**config.mk**
```make
export PLATFORM = sky130hd
export DESIGN_NAME = shift_input_change_events_top
export DESIGN_NICKNAME = d
export VERILOG_FILES = /design/src/sv/sie_pkg.sv /design/src/sv/shift_input_change_events_top.sv /design/src/sv/sie_scan.sv
export SDC_FILE = /design/constraint.sdc
export NUM_CORES = 1
export LEC_CHECK = 0
export ABC_CLOCK_PERIOD_IN_PS = 3650
export BUFFER_PORTS_ARGS = -buffer_cell sky130_fd_sc_hd__buf_2
export CAP_MARGIN = 40
export CELL_PAD_IN_SITES_DETAIL_PLACEMENT = 0
export CELL_PAD_IN_SITES_GLOBAL_PLACEMENT = 1
export CORE_ASPECT_RATIO = 0.9
export CORE_UTILIZATION = 49
export CTS_CLUSTER_DIAMETER = 100
export DETAILED_ROUTE_END_ITERATION = 12
export PLACE_DENSITY = 0.92
export SETUP_SLACK_MARGIN = 0.3
export SYNTH_ARGS = -nofsm -noshare
export SYNTH_HDL_FRONTEND = slang
export SYNTH_SLANG_ARGS = --single-unit
```
**constraint.sdc**
```tcl
create_clock -name i_clk -period 3.65 [get_ports i_clk]
set_input_delay 0.73 -clock i_clk [delete_from_list [all_inputs] [get_ports i_clk]]
set_output_delay 0.73 -clock i_clk [all_outputs]
set_load 0.02 [all_outputs]
```
**src/sv/sie_pkg.sv**
```systemverilog
// package for the shift input change event block
// types, field widths, op codes and register indexes; no dependencies
`timescale 1ns / 1ps

package sie_pkg;

    localparam int BYTE_W = 8;
    localparam int MOD_W  = 3;
    localparam int BIT_W  = 3;
    localparam int PIN_W  = MOD_W + BIT_W;
    localparam int OP_W   = 2;
    localparam int CNT_W  = 4;
    localparam int IDX_W  = 8;

    localparam logic [OP_W-1:0] OP_TICK  = 2'd0;
    localparam logic [OP_W-1:0] OP_BYTE  = 2'd1;
    localparam logic [OP_W-1:0] OP_CLEAR = 2'd2;

    localparam logic [IDX_W-1:0] REG_DEBOUNCE = 8'd0;
    localparam logic [IDX_W-1:0] REG_MODCOUNT = 8'd1;
    localparam logic [IDX_W-1:0] REG_PRESS_EN = 8'd2;
    localparam logic [IDX_W-1:0] REG_RELEA_EN = 8'd3;

    localparam logic [BYTE_W-1:0] DEBOUNCE_RST = 8'd10;
    localparam logic [CNT_W-1:0]  MODCOUNT_RST = 4'd1;
    localparam logic [BYTE_W-1:0] ELAPSED_MAX  = 8'hFF;

    // one byte handed to the scanner: which module, which bits to report, new levels
    typedef struct packed {
        logic [MOD_W-1:0]  mod;
        logic [BYTE_W-1:0] rep;
        logic [BYTE_W-1:0] lvl;
    } t_scan_job;

    typedef struct packed {
        logic [PIN_W-1:0] pin;
        logic             pressed;
        logic             last;
    } t_event;

endpackage

```
**src/sv/shift_input_change_events_top.sv**
```systemverilog
// Change detector for chained 8-bit input shift registers. A tick beat, a clear beat,
// a byte with no reportable change, or a byte that is ignored (gate closed, module out
// of range, unused op) leaves the input ready. A byte that has reportable changes is
// handed to the bit scanner, which walks its change mask one bit per cycle, a bit that
// needs an event waiting while the event output is stalled, and stops after the highest
// reportable bit; the next beat is taken in the cycle after the scan ends. Events leave
// lowest pin first, the final one of a byte marked by tlast. Stored levels live in
// flip-flops and are zero right after reset.
// top level; uses sie_pkg and sie_scan
`timescale 1ns / 1ps

module shift_input_change_events_top
    import sie_pkg::*;
#(
    parameter int MAX_MODULES = 8
) (
    input  logic             i_clk,
    input  logic             i_rst_n,
    input  logic             i_s_tvalid,
    output logic             o_s_tready,
    input  logic [15:0]      i_s_tdata,   // module_req[2:0], bits[10:3], zero fill
    input  logic [OP_W-1:0]  i_s_tuser,   // op[1:0]
    output logic             o_m_tvalid,
    input  logic             i_m_tready,
    output logic [7:0]       o_m_tdata,   // event_valid[0], pin[6:1], zero fill
    output logic             o_m_tuser,   // pressed[0]
    output logic             o_m_tlast,   // last_result
    input  logic             i_cfg_valid,
    output logic             o_cfg_ready,
    input  logic [IDX_W-1:0] i_cfg_index,
    input  logic [7:0]       i_cfg_data
);

    localparam int LV_IDX_W = (MAX_MODULES > 1) ? $clog2(MAX_MODULES) : 1;
    localparam logic [CNT_W-1:0] MAX_CNT = CNT_W'(MAX_MODULES);

    logic [BYTE_W-1:0] r_debounce;
    logic [CNT_W-1:0]  r_modcount;
    logic              r_press_en;
    logic              r_relea_en;
    logic [BYTE_W-1:0] r_elapsed;
    logic [BYTE_W-1:0] r_levels [MAX_MODULES];

    logic [MOD_W-1:0]  in_mod;
    logic [BYTE_W-1:0] in_bits;
    logic              in_acc;
    logic [CNT_W-1:0]  cnt_eff;
    logic              mod_ok;
    logic              gate_open;
    logic              byte_take;
    logic [BYTE_W-1:0] prev;
    logic [BYTE_W-1:0] rep;
    logic              scan_busy;
    logic              evt_valid;
    t_event            evt;
    t_scan_job         job;

    assign in_mod  = i_s_tdata[MOD_W-1:0];
    assign in_bits = i_s_tdata[MOD_W+BYTE_W-1:MOD_W];
    assign in_acc  = i_s_tvalid && o_s_tready;

    always_comb begin
        if (r_modcount == '0) begin
            cnt_eff = CNT_W'(1);
        end else if (r_modcount > MAX_CNT) begin
            cnt_eff = MAX_CNT;
        end else begin
            cnt_eff = r_modcount;
        end
    end

    assign mod_ok    = {1'b0, in_mod} < cnt_eff;
    assign gate_open = r_elapsed > r_debounce;
    assign byte_take = in_acc && (i_s_tuser == OP_BYTE) && mod_ok && gate_open;
    assign prev      = r_levels[in_mod[LV_IDX_W-1:0]];
    // changed bits whose event kind is enabled
    assign rep       = (prev ^ in_bits) &
                       ((~in_bits & {BYTE_W{r_press_en}}) | (in_bits & {BYTE_W{r_relea_en}}));

    assign job.mod = in_mod;
    assign job.rep = rep;
    assign job.lvl = in_bits;

    always_ff @(posedge i_clk) begin
        if (!i_rst_n) begin
            r_debounce <= DEBOUNCE_RST;
            r_modcount <= MODCOUNT_RST;
            r_press_en <= 1'b1;
            r_relea_en <= 1'b1;
        end else if (i_cfg_valid) begin
            unique case (i_cfg_index)
                REG_DEBOUNCE: r_debounce <= i_cfg_data;
                REG_MODCOUNT: r_modcount <= i_cfg_data[CNT_W-1:0];
                REG_PRESS_EN: r_press_en <= i_cfg_data[0];
                REG_RELEA_EN: r_relea_en <= i_cfg_data[0];
                default: ;
            endcase
        end
    end

    always_ff @(posedge i_clk) begin
        if (!i_rst_n) begin
            r_elapsed <= '0;
            for (int i = 0; i < MAX_MODULES; i++) begin
                r_levels[i] <= '0;
            end
        end else if (in_acc) begin
            case (i_s_tuser)
                OP_TICK: begin
                    if (r_elapsed != ELAPSED_MAX) begin
                        r_elapsed <= r_elapsed + 1'b1;
                    end
                end
                OP_CLEAR: begin
                    r_elapsed <= ELAPSED_MAX;
                    for (int i = 0; i < MAX_MODULES; i++) begin
                        r_levels[i] <= '0;
                    end
                end
                OP_BYTE: begin
                    if (byte_take) begin
                        r_levels[in_mod[LV_IDX_W-1:0]] <= in_bits;
                        // last module of the scan restarts the debounce window
                        if ({1'b0, in_mod} == cnt_eff - 1'b1) begin
                            r_elapsed <= '0;
                        end
                    end
                end
                default: ;
            endcase
        end
    end

    sie_scan u_scan (
        .i_clk       (i_clk),
        .i_rst_n     (i_rst_n),
        .i_start     (byte_take && (rep != '0)),
        .i_job       (job),
        .o_busy      (scan_busy),
        .o_evt_valid (evt_valid),
        .i_evt_ready (i_m_tready),
        .o_evt       (evt)
    );

    assign o_s_tready  = !scan_busy;
    assign o_cfg_ready = 1'b1;
    assign o_m_tvalid  = evt_valid;
    assign o_m_tdata   = {1'b0, evt.pin, 1'b1};
    assign o_m_tuser   = evt.pressed;
    assign o_m_tlast   = evt.last;

    a_busy_no_take: assert property (@(posedge i_clk) disable iff (!i_rst_n)
        byte_take && (rep != '0) |=> !o_s_tready)
        else $error("input taken during a scan");

    a_gate_reset: assert property (@(posedge i_clk) disable iff (!i_rst_n)
        (byte_take && ({1'b0, in_mod} == cnt_eff - 1'b1)) |=> (r_elapsed == '0))
        else $error("elapsed not restarted after last module");

    a_clear_open: assert property (@(posedge i_clk) disable iff (!i_rst_n)
        (in_acc && (i_s_tuser == OP_CLEAR)) |=> (r_elapsed == ELAPSED_MAX))
        else $error("clear did not open the gate");

endmodule

```
**src/sv/sie_scan.sv**
```systemverilog
// bit scanner: walks a reported-change mask one bit per cycle through a shift unit, holding
// on a bit that needs an event while the output is full, and drives the event output register; uses sie_pkg
`timescale 1ns / 1ps

module sie_scan
    import sie_pkg::*;
(
    input  logic      i_clk,
    input  logic      i_rst_n,
    input  logic      i_start,
    input  t_scan_job i_job,
    output logic      o_busy,
    output logic      o_evt_valid,
    input  logic      i_evt_ready,
    output t_event    o_evt
);

    localparam logic ST_IDLE = 1'b0;
    localparam logic ST_SCAN = 1'b1;

    logic              r_state, n_state;
    logic [MOD_W-1:0]  r_mod,   n_mod;
    logic [BYTE_W-1:0] r_rep,   n_rep;
    logic [BYTE_W-1:0] r_lvl,   n_lvl;
    logic [BIT_W-1:0]  r_bit,   n_bit;
    logic              r_out_valid, n_out_valid;
    t_event            r_evt,   n_evt;

    logic out_free;
    logic emit;
    logic advance;
    logic rest_zero;

    assign out_free  = !r_out_valid || i_evt_ready;
    assign rest_zero = (r_rep[BYTE_W-1:1] == '0);
    // a bit that needs no event moves on even while the output is full
    assign advance   = (r_state == ST_SCAN) && (!r_rep[0] || out_free);
    assign emit      = advance && r_rep[0];

    always_comb begin
        n_state     = r_state;
        n_mod       = r_mod;
        n_rep       = r_rep;
        n_lvl       = r_lvl;
        n_bit       = r_bit;
        n_out_valid = r_out_valid && !i_evt_ready;
        n_evt       = r_evt;
        unique case (r_state)
            ST_IDLE: begin
                if (i_start) begin
                    n_state = ST_SCAN;
                    n_mod   = i_job.mod;
                    n_rep   = i_job.rep;
                    n_lvl   = i_job.lvl;
                    n_bit   = '0;
                end
            end
            ST_SCAN: begin
                if (r_rep == '0) begin
                    n_state = ST_IDLE;
                end else if (advance) begin
                    n_rep = {1'b0, r_rep[BYTE_W-1:1]};
                    n_lvl = {1'b0, r_lvl[BYTE_W-1:1]};
                    n_bit = r_bit + 1'b1;
                    if (rest_zero) begin
                        n_state = ST_IDLE;
                    end
                end
            end
            default: n_state = ST_IDLE;
        endcase
        if (emit) begin
            n_out_valid   = 1'b1;
            n_evt.pin     = {r_mod, r_bit};
            n_evt.pressed = !r_lvl[0];
            n_evt.last    = rest_zero;
        end
    end

    always_ff @(posedge i_clk) begin
        if (!i_rst_n) begin
            r_state     <= ST_IDLE;
            r_out_valid <= 1'b0;
        end else begin
            r_state     <= n_state;
            r_out_valid <= n_out_valid;
        end
        r_mod <= n_mod;
        r_rep <= n_rep;
        r_lvl <= n_lvl;
        r_bit <= n_bit;
        r_evt <= n_evt;
    end

    assign o_busy      = (r_state == ST_SCAN);
    assign o_evt_valid = r_out_valid;
    assign o_evt       = r_evt;

    a_start_idle: assert property (@(posedge i_clk) disable iff (!i_rst_n)
        i_start |-> (r_state == ST_IDLE))
        else $error("scan started while busy");

    a_rise_from_scan: assert property (@(posedge i_clk) disable iff (!i_rst_n)
        $rose(r_out_valid) |-> $past(r_state == ST_SCAN))
        else $error("event appeared without a scan");

    a_last_ends: assert property (@(posedge i_clk) disable iff (!i_rst_n)
        (emit && rest_zero) |=> (r_state == ST_IDLE))
        else $error("scan went on after the last event");

    a_emit_room: assert property (@(posedge i_clk) disable iff (!i_rst_n)
        (r_out_valid && !i_evt_ready) |=> (r_out_valid && $stable(r_evt)))
        else $error("pending event overwritten");

endmodule

```
After elaboration in Yosys (flattened, before gate mapping)
Memories as Yosys holds them, arrays and structs flattened.
Index checks and enable logic that the tools add are counted.

storage, ports and cells
  bits in latches = 0
  memories kept = 1
  register bits after elaboration = 54
  output and inout bits = 13
  memory bits (read-only) = 0
  input port bits = 39
  word-level logic and storage cells = 124
  memory bits (writable) = 64

memory list
  memory    depth  bits a word  read ports  clocked after memory_dff  write ports  line                                 RTL
  r_levels  8      8            1           0                         8            shift_input_change_events_top.sv:42  logic [BYTE_W-1:0] r_levels [MAX_MODULES];

operators by class
  eq/ne operators = 13
  $lt $le $gt $ge = 3
  shift operators = 0
  reductions and logical operators = 30
  multiplexer cells = 45
  div/mod/pow operators = 0
  bitwise operators = 15
  multiply operators = 0
  add/sub/neg operators = 3

operators with widths
  cell                 count
  $mux 8               18
  $pmux 8 s2           2
  $and 8x8->8          3
  $pmux 8 s3           1
  $eq 8x2->1 const B   2
  $logic_not 8->1      2
  $mux 1               16
  $mux 3               4
  $reduce_and 2->1     5
  $add 8x1->8 const B  1
  $eq 8x1->1 const B   1
  $gt 8x8->1           1
  $logic_and 1x1->1    8
  $mux 4               2
  $ne 2x2->1 const B   4
  $ne 8x8->1 const B   1
  $not 8->8            1
  $or 1x1->1           8
  $or 8x8->8           1
  $reduce_bool 8->1    1
  $reduce_or 8->1      1
  $xor 8x8->8          1
  $logic_not 7->1      1
  $pmux 3 s2           1
  17 further kinds     23

Logic depth before layout (Yosys ltp)
Gate-level depths: netlist (run 1).

  depth in word-level cells = 13
  depth in mapped cells = 11
  mapped depth without buffers = 11

Hierarchy
A second synthesis (run 1) with hierarchy kept.

unflattened totals
  cell total of the unflattened synthesis = 466
  area total of the unflattened synthesis = 5861.9 µm²

by module, submodules not included
  module                         instances  sequential area each (µm²)  cells an instance  area each (µm²)
  shift_input_change_events_top  1          2362.3                      396                4598.2
  sie_scan                       1          940.9                       70                 1263.7

Least setup slack after synthesis (run 1)
OpenSTA, ideal clock, no wires.

  path type = input -> register
  start point = input port i_s_tdata[0]
  end point = register u_scan.r_bit[0] (enable)
  data arrival time = 2.476 ns
  buffers on the path = 2
  library setup time = 0.377 ns
  path slack = 0.797 ns
  data required time = 3.273 ns
  cell stages on the path = 8
  cell sequence = buf_6 > buf_12 > mux2i_1 > mux4_2 > mux2i_1 > nor3b_1 > nand4_1 > a31o_1

on the way
  word-level cells in the longest chain between the ends = 7
  elaborated cells between the ends (all ways) = 10
  those cells by class = order compare: 1; eq/ne: 1; bitwise: 2; reduce/logical: 5; memory: 1

ends and longest elaborated chain
  element                       line                                  RTL
  start: declaration            shift_input_change_events_top.sv:21   input logic [15:0] i_s_tdata,
  $mem_v2 8x8                   --
  $xor 8x8->8                   shift_input_change_events_top.sv:77   assign rep = (prev ^ in_bits) &
  $and 8x8->8                   shift_input_change_events_top.sv:77
  $reduce_bool 8->1             shift_input_change_events_top.sv:137  .i_start (byte_take && (rep != '0)),
  $logic_and 1x1->1 *           shift_input_change_events_top.sv:137
  $ne 2x1->1 (no line) *        --
  $reduce_and 3->1 (no line) *  --
  end signal: assignment        sie_scan.sv:91                        r_bit <= n_bit;
  end: declaration              sie_scan.sv:25                        logic [BIT_W-1:0] r_bit, n_bit;

Every way passes the cells marked *; elsewhere a longest branch is shown, timed or not.
A chain may end at the register's enable or synchronous reset.

==> impl_metrics.py, run 1 <==
metrics = {
    "outcome": {
        "status": "completed",
    },
    "sta": {
        "layout_setup_ws_ns": 0.582,
        "grt_setup_unrepaired": "no",
        "fin_skew_ns": 0.00876,
        "finalHoldViolations": 0,
        "finalSetupTns_ns": 0,
        "max_slew.worst_pin.slew_ns": 0.855,
        "drv_slew": 0,
        "fmax_mhz": 326,
        "finalCritPeriodShare_pct": 84.1,
        "final.min_clock_period_ns": 3.07,
        "hold_slack_ns": 0.418,
        "setup-violations-final": 0,
        "slew_headroom_pct": 43.0,
    },
    "setup_path": {
        "worst-path-max-fanout": 9,
        "end_kind": "flop",
        "crit_type": "reg -> reg",
        "reg2reg_from": "r_modcount[3]",
        "reg2reg_depth": 8,
        "path_cells": "nand2b_1 > ha_1 > nor2b_1 > o21ai_0 > a21oi_1 > nor4_4 > and4_1 > nand2b_1",
        "critPathMostFrequentCell": "nand2b_1",
        "critical_path.top_delay_family": "simple AND/OR/NAND/NOR gates",
        "critical-path-max-stage-delay_ns": 0.54,
        "cp.buffers_inverters": 0,
        "cpMaxStageDelayCell": "nor4_4",
        "r2r_end": "r_levels[6][2]",
        "cp.arrival_ns": 3.13,
        "regToRegSetupSlack_ns": 0.58,
        "crit_path_start_kind": "flop",
        "crit_required_ns": 3.71,
    },
    "grt": {
        "antenna_found_initial": 0,
        "grt-ovfl-total": 0,
        "grt_max_degree": 28,
        "grt_pass1_wl_um": 20900,
        "gr-usage-all-layers_pct": 22.0,
        "first_global_vias": 4021,
    },
    "floorplan": {
        "die_x_um": 119,
        "fp-row-count": 38,
        "initial_core_util_pct": 50.4,
        "core_area_um2": 12100,
        "dieArea_um2": 12900,
        "die_y_um": 108,
        "ios": 52,
    },
    "yosys": {
        "synth_edf_count": 94,
        "async_reset_ff_share_pct": 0,
        "synth_area_um2": 6090,
        "ys_types": 59,
        "yosys_register_bits": 118,
        "synth_ff_type": "edfxtp_1",
        "yosysWarningCount": 0,
        "synth_cells": 505,
        "avgSynthCellArea_um2": 12.1,
        "yosysSeqAreaShare_pct": 54.3,
    },
    "placement": {
        "dp_hpwl_um": 9050,
        "dp.cells": 687,
        "place_ws_ns": 0.247,
        "place_congestion": 0.797,
        "io_buffers": 43,
    },
    "pwr": {
        "power_frac_comb_pct": 7.1,
        "powerDensity_nw_per_um2": 501,
        "seq_power_share_pct": 42.7,
        "p_switching_uw": 794,
        "p_clk_share_pct": 50.2,
        "netSwitchingFraction_pct": 22.5,
        "worst_ir_drop_vdd_uv": 382,
        "cell_internal_pwr_uw": 2740,
        "p_leak_uw": 0.00289,
    },
    "clock_network": {
        "insertion_delay_ns": 0.42,
        "clock_sinks": 118,
        "postCtsSetupBuffers": 0,
        "cts_buffer_depth": 2,
        "cts-root-buf": "clkbuf_16",
        "cts_made_buffers": 17,
        "htreeDepth": 4,
        "post_cts_resized": 0,
        "holdBufCountCts": 0,
        "clk_pin_slew_ns": 0.06,
        "cts_tree": "built",
    },
    "finish": {
        "num-fill-cells": 987,
        "final_common_cell": "edfxtp_1",
        "multi_input_area_um2": 2510,
        "drive_gt1_share_pct": 19.9,
        "diodes": 0,
        "syn_to_final_growth_pct": 15.7,
        "final_nets": 603,
        "final_cell_mix": "94 x edfxtp_1, 67 x and2_1, 46 x mux2i_1",
        "seq_area_um2": 3300,
        "final_core_util_pct": 58.3,
        "stdcell_count": 719,
    },
    "detailed_routing": {
        "num_vias": 4069,
        "ant_nets": 0,
        "drc": 0,
        "post_drt_wl_per_cell_um": 18.4,
        "routed_wl_um": 13200,
        "viasPerCell": 5.66,
        "firstDrtPassIters": 5,
        "drt_iter0_markers": 375,
    },
    "min_path": {
        "whs_path_depth": 0,
        "hp-class": "reg -> reg",
        "hold_path_end": "u_scan.o_evt[6]",
        "hold_start": "u_scan.r_mod[1]",
    },
    "job": {
        "timing.max_cap.violations": 0,
    },
}
[synthesized netlist by cell type (2+ instances only)]
| library cell | instances | area [µm²] |
|---|---|---|
| a22oi_1 | 6 | 45.0 |
| inv_1 | 18 | 67.6 |
| o211ai_1 | 5 | 37.5 |
| and4b_1 | 4 | 40.0 |
| mux2_2 | 12 | 135 |
| buf_4 | 5 | 37.5 |
| nor2_1 | 21 | 78.8 |
| o21ai_0 | 14 | 70.1 |
| a21boi_0 | 2 | 15.0 |
| dfxtp_1 | 24 | 480 |
| and4_1 | 2 | 17.5 |
| xnor2_1 | 4 | 35.0 |
| nor2b_1 | 6 | 37.5 |
| a21oi_1 | 13 | 65.1 |
| a311oi_1 | 6 | 52.6 |
| mux4_2 | 4 | 90.1 |
| mux2i_1 | 46 | 460 |
| buf_6 | 4 | 45.0 |
| and3_1 | 7 | 43.8 |
| nand3_1 | 6 | 30.0 |
| and3b_1 | 4 | 35.0 |
| o31ai_1 | 3 | 22.5 |
| nor3b_1 | 2 | 15.0 |
| nand2b_1 | 21 | 131 |
| nand2_1 | 28 | 105 |
| or2_2 | 2 | 12.5 |
| nor3b_4 | 2 | 37.5 |
| ha_1 | 18 | 225 |
| and2_1 | 67 | 419 |
| buf_2 | 10 | 50.1 |
| nor3_1 | 3 | 15.0 |
| nand4_1 | 2 | 12.5 |
| conb_1 | 2 | 7.51 |
| edfxtp_1 | 94 | 2820 |
| o22ai_1 | 2 | 12.5 |
| clkbuf_1 | 13 | 48.8 |
[final cells by class]
type,instances,share of cell area [%]
clock buffer,18,6.10
clock inverter,14,2.84
inverter,20,1.07
multi-input combinational,335,35.6
sequential,118,46.9
tap,160,2.84
timing repair buffer,54,4.59
[power by group through the flow]
stage | logic (µW) | registers, µW | clock network (µW)
after global placement | 233 | 1530 | 0
after CTS | 249 | 1510 | 1780
after floorplan | 173 | 1530 | 0
after detailed placement | 246 | 1530 | 0
after global routing | 273 | 1510 | 1840
final | 250 | 1510 | 1770
[stage by stage]
stage               cell area [µm²]  power (µW)
finish                         7040        3530
global route                   7040        3620
CTS                            7040        3540
floorplan                      6090        1700
detailed placement             6410        1780
global placement               6400        1760
[cells by family after synthesis]
family                     share of synthesized area, %
AOI/OAI and AO/OA                                  7.38
DFF                                                54.3
and+or+nand+nor                                    18.1
other                                             0.123
muxes                                              11.3
xor gates and xnor gates                          0.576
buffers and inverters                              4.54
adders and majority gates                          3.70
[registers in the layout, indices dropped and copies added, names as in the netlist]
register / cells
r_debounce: 8
r_elapsed: 8
r_levels: 64
r_modcount: 4
r_press_en: 1
r_relea_en: 1
u_scan.o_busy: 1
u_scan.o_evt: 8
u_scan.o_evt_valid: 1
u_scan.r_bit: 3
u_scan.r_lvl: 8
u_scan.r_mod: 3
u_scan.r_rep: 8
[worst register-to-register path: stages (launching register included)]
cell      delay [ns]
dfxtp_1         0.43
nand2b_1        0.17
ha_1            0.22
nor2b_1         0.12
o21ai_0         0.17
a21oi_1         0.20
nor4_4          0.54
and4_1          0.44
nand2b_1        0.42
[per-layer routing]
| layer | up-vias | GRT usage [%] | routed length (µm) |
|---|---|---|---|
| met4 | 0 | 8.66 | 227 |
| li1 | 1915 | - | - |
| met2 | 129 | 35.9 | 6510 |
| met5 | - | 0 | 0 |
| met3 | 21 | 5.08 | 718 |
| met1 | 2004 | 28.5 | 5780 |
[worst max path at each step]
stage	depth (start not counted)	endpoint	slack (ns)	startpoint
floorplan	8	u_scan.r_bit[0]	0.80	i_s_tdata[0]
global placement	10	r_levels[2][2]	0.36	i_s_tdata[0]
detailed placement	10	r_levels[6][4]	0.25	i_s_tdata[0]
CTS	8	r_levels[6][4]	0.61	r_modcount[3]
global route	8	r_levels[6][3]	0.37	r_modcount[3]
finish	8	r_levels[6][2]	0.58	r_modcount[3]
Note: power is estimated with default switching activity, not from simulation.
==> inputs of run 2 (changes only) <==
--- a/config.mk
+++ b/config.mk
@@ -5,7 +5,7 @@
 export SDC_FILE = /design/constraint.sdc
 export NUM_CORES = 1
 export LEC_CHECK = 0
-export ABC_CLOCK_PERIOD_IN_PS = 3650
+export ABC_CLOCK_PERIOD_IN_PS = 3100
 export BUFFER_PORTS_ARGS = -buffer_cell sky130_fd_sc_hd__buf_2
 export CAP_MARGIN = 40
 export CELL_PAD_IN_SITES_DETAIL_PLACEMENT = 0
==> constraint.sdc (replaced) <==
create_clock -name i_clk -period 3.1 [get_ports i_clk]
set_input_delay 0.62 -clock i_clk [delete_from_list [all_inputs] [get_ports i_clk]]
set_output_delay 0.62 -clock i_clk [all_outputs]
set_load 0.02 [all_outputs]
==> run 2 against run 1 <==
Against the previous run: flip-flop and latch count unchanged; final cell count up 1.1%; largest cell class unchanged; global-route usage down 0.54 points; core utilization up 0.13 points.
==> impl_metrics.py, run 2 (synthesized netlist as in run 1, its figures left out) <==
metrics = {
    "setup_path": {
        "cp.arrival_ns": 2.73,
        "crit_start": "r_debounce[2]",
        "worst-path-max-fanout": 8,
        "reg2reg_from": "r_debounce[2]",
        "end_kind": "flop",
        "crit_type": "reg -> reg",
        "crit_path_start_kind": "flop",
        "crit_required_ns": 3.23,
    },
    "floorplan": {
        "die_x_um": 119,
        "fp-row-count": 38,
        "core_area_um2": 12100,
        "die_y_um": 108,
        "ios": 52,
        "dieArea_um2": 12900,
        "initial_core_util_pct": 50.4,
    },
    "pwr": {
        "p_leak_uw": 0.00288,
        "p_clk_share_pct": 47.5,
        "cell_internal_pwr_uw": 3040,
        "worst_ir_drop_vdd_uv": 494,
        "netSwitchingFraction_pct": 22.8,
        "power_frac_comb_pct": 7.5,
        "seq_power_share_pct": 45.0,
        "p_switching_uw": 898,
        "powerDensity_nw_per_um2": 559,
    },
    "finish": {
        "largest_reg_flops": 64,
        "final_common_cell": "edfxtp_1",
        "syn_to_final_growth_pct": 16.0,
        "final_nets": 611,
        "final_cell_mix": "94 x edfxtp_1, 67 x and2_1, 46 x mux2i_1",
        "top_register": "r_levels",
        "stdcell_count": 727,
        "diodes": 0,
        "drive_gt1_share_pct": 21.9,
        "stdcell_area_um2": 7060,
        "num-fill-cells": 966,
    },
    "sta": {
        "drv_slew": 0,
        "setup-violations-final": 0,
        "max_slew.worst_pin.slew_ns": 0.690,
        "grt_setup_unrepaired": "no",
        "slew_headroom_pct": 53.9,
        "finalSetupTns_ns": 0,
        "fin_skew_ns": 0.00648,
        "finalHoldViolations": 0,
        "hold_slack_ns": 0.422,
        "fmax_mhz": 384,
        "finalCritPeriodShare_pct": 84.0,
        "layout_setup_ws_ns": 0.495,
        "final.min_clock_period_ns": 2.60,
    },
    "detailed_routing": {
        "ant_nets": 0,
        "wl_met2_um": 6040,
        "num_vias": 4036,
        "met3RoutedLength_um": 780,
        "wl_met1_um": 5800,
        "highest_layer": "met4",
        "routed_wl_um": 12900,
        "drc": 0,
        "post_drt_wl_per_cell_um": 17.7,
        "firstDrtPassIters": 5,
        "drt_iter0_markers": 369,
        "viasPerCell": 5.55,
    },
    "clock_network": {
        "clk_pin_slew_ns": 0.05,
        "htreeDepth": 4,
        "postCtsSetupBuffers": 0,
        "clock_sinks": 118,
        "cts_buffer_depth": 2,
        "insertion_delay_ns": 0.42,
        "cts-root-buf": "clkbuf_16",
        "cts_made_buffers": 17,
        "cts_tree": "built",
    },
    "grt": {
        "first_global_vias": 3877,
        "grt_max_degree": 28,
        "grt-ovfl-total": 0,
        "grt_pass1_wl_um": 20300,
        "antenna_found_initial": 0,
        "gr-usage-all-layers_pct": 21.5,
    },
    "placement": {
        "dp.cells": 695,
        "io_buffers": 43,
        "postPlaceCellArea_um2": 6470,
        "place_congestion": 0.846,
        "place_ws_ns": 0.148,
        "dp_hpwl_um": 8820,
    },
    "outcome": {
        "status": "completed",
    },
    "job": {
        "timing.max_cap.violations": 0,
    },
    "min_path": {
        "hold_start": "u_scan.r_mod[2]",
        "hp-class": "reg -> reg",
    },
}
-- run 2: changes by cell type in the layout (fill, tap and decap cells not counted), sizes merged --
cell / previous run / this run
buf: 54 / 62
clkinvlp: 2 / 5
bufinv: 4 / 2
inv: 22 / 20
clkbuf: 18 / 19
-- run 2: power groups by stage --
stage,logic [µW],registers (µW),clock network (µW)
final,297,1770,1870
after global routing,323,1780,1970
after CTS,292,1770,1890
after detailed placement,290,1810,0
after global placement,279,1800,0
after floorplan,204,1800,0
-- run 2: layout make-up --
| cell class | count | area, µm² | share of cell area [%] |
|---|---|---|---|
| sequential | 118 | 3300 | 46.8 |
| inverter | 20 | 75.1 | 1.06 |
| timing repair buffer | 62 | 383 | 5.43 |
| clock buffer | 19 | 433 | 6.13 |
| tap | 160 | 200 | 2.84 |
| clock inverter | 13 | 133 | 1.88 |
| multi-input combinational | 335 | 2530 | 35.9 |
-- run 2: worst max-delay path, cell delays in order, from the launching register on --
cell,delay (ns)
dfxtp_1,0.33
inv_1,0.05
ha_1,0.31
a21o_2,0.19
a2111oi_1,0.36
o21a_2,0.31
nor4_4,0.08
buf_4,0.19
and4_1,0.21
nand2b_2,0.29
-- run 2: path summary, 6_finish.rpt --
check / end / slack, ns / depth (start not counted)
max reg2reg: r_levels[6][0] / 0.50 / 9
min reg2reg: u_scan.o_evt[7] / 0.42 / 0
min: u_scan.o_evt[7] / 0.42 / 0
max: r_levels[6][0] / 0.50 / 9
-- run 2: what timing repair did --
| action | CTS | global route |
|---|---|---|
| gates resized for setup | 0 | 8 |
| hold buffers | 0 | 0 |
| setup endpoints to repair | 0 | 64 |
-- run 2: per-stage QoR --
stage / power [µW] / utilization [%]
floorplan: 2000 / -
global placement: 2080 / 53.6
detailed placement: 2100 / 53.6
finish: 3940 / 58.4
CTS: 3960 / 58.3
global route: 4070 / 58.4
-- run 2: metal layers --
metal / vias up / track usage [%]
met3: 24 / 6.09
met1: 1941 / 28.8
met2: 149 / 32.6
met4: 0 / 9.11
li1: 1922 / -
met5: - / 0
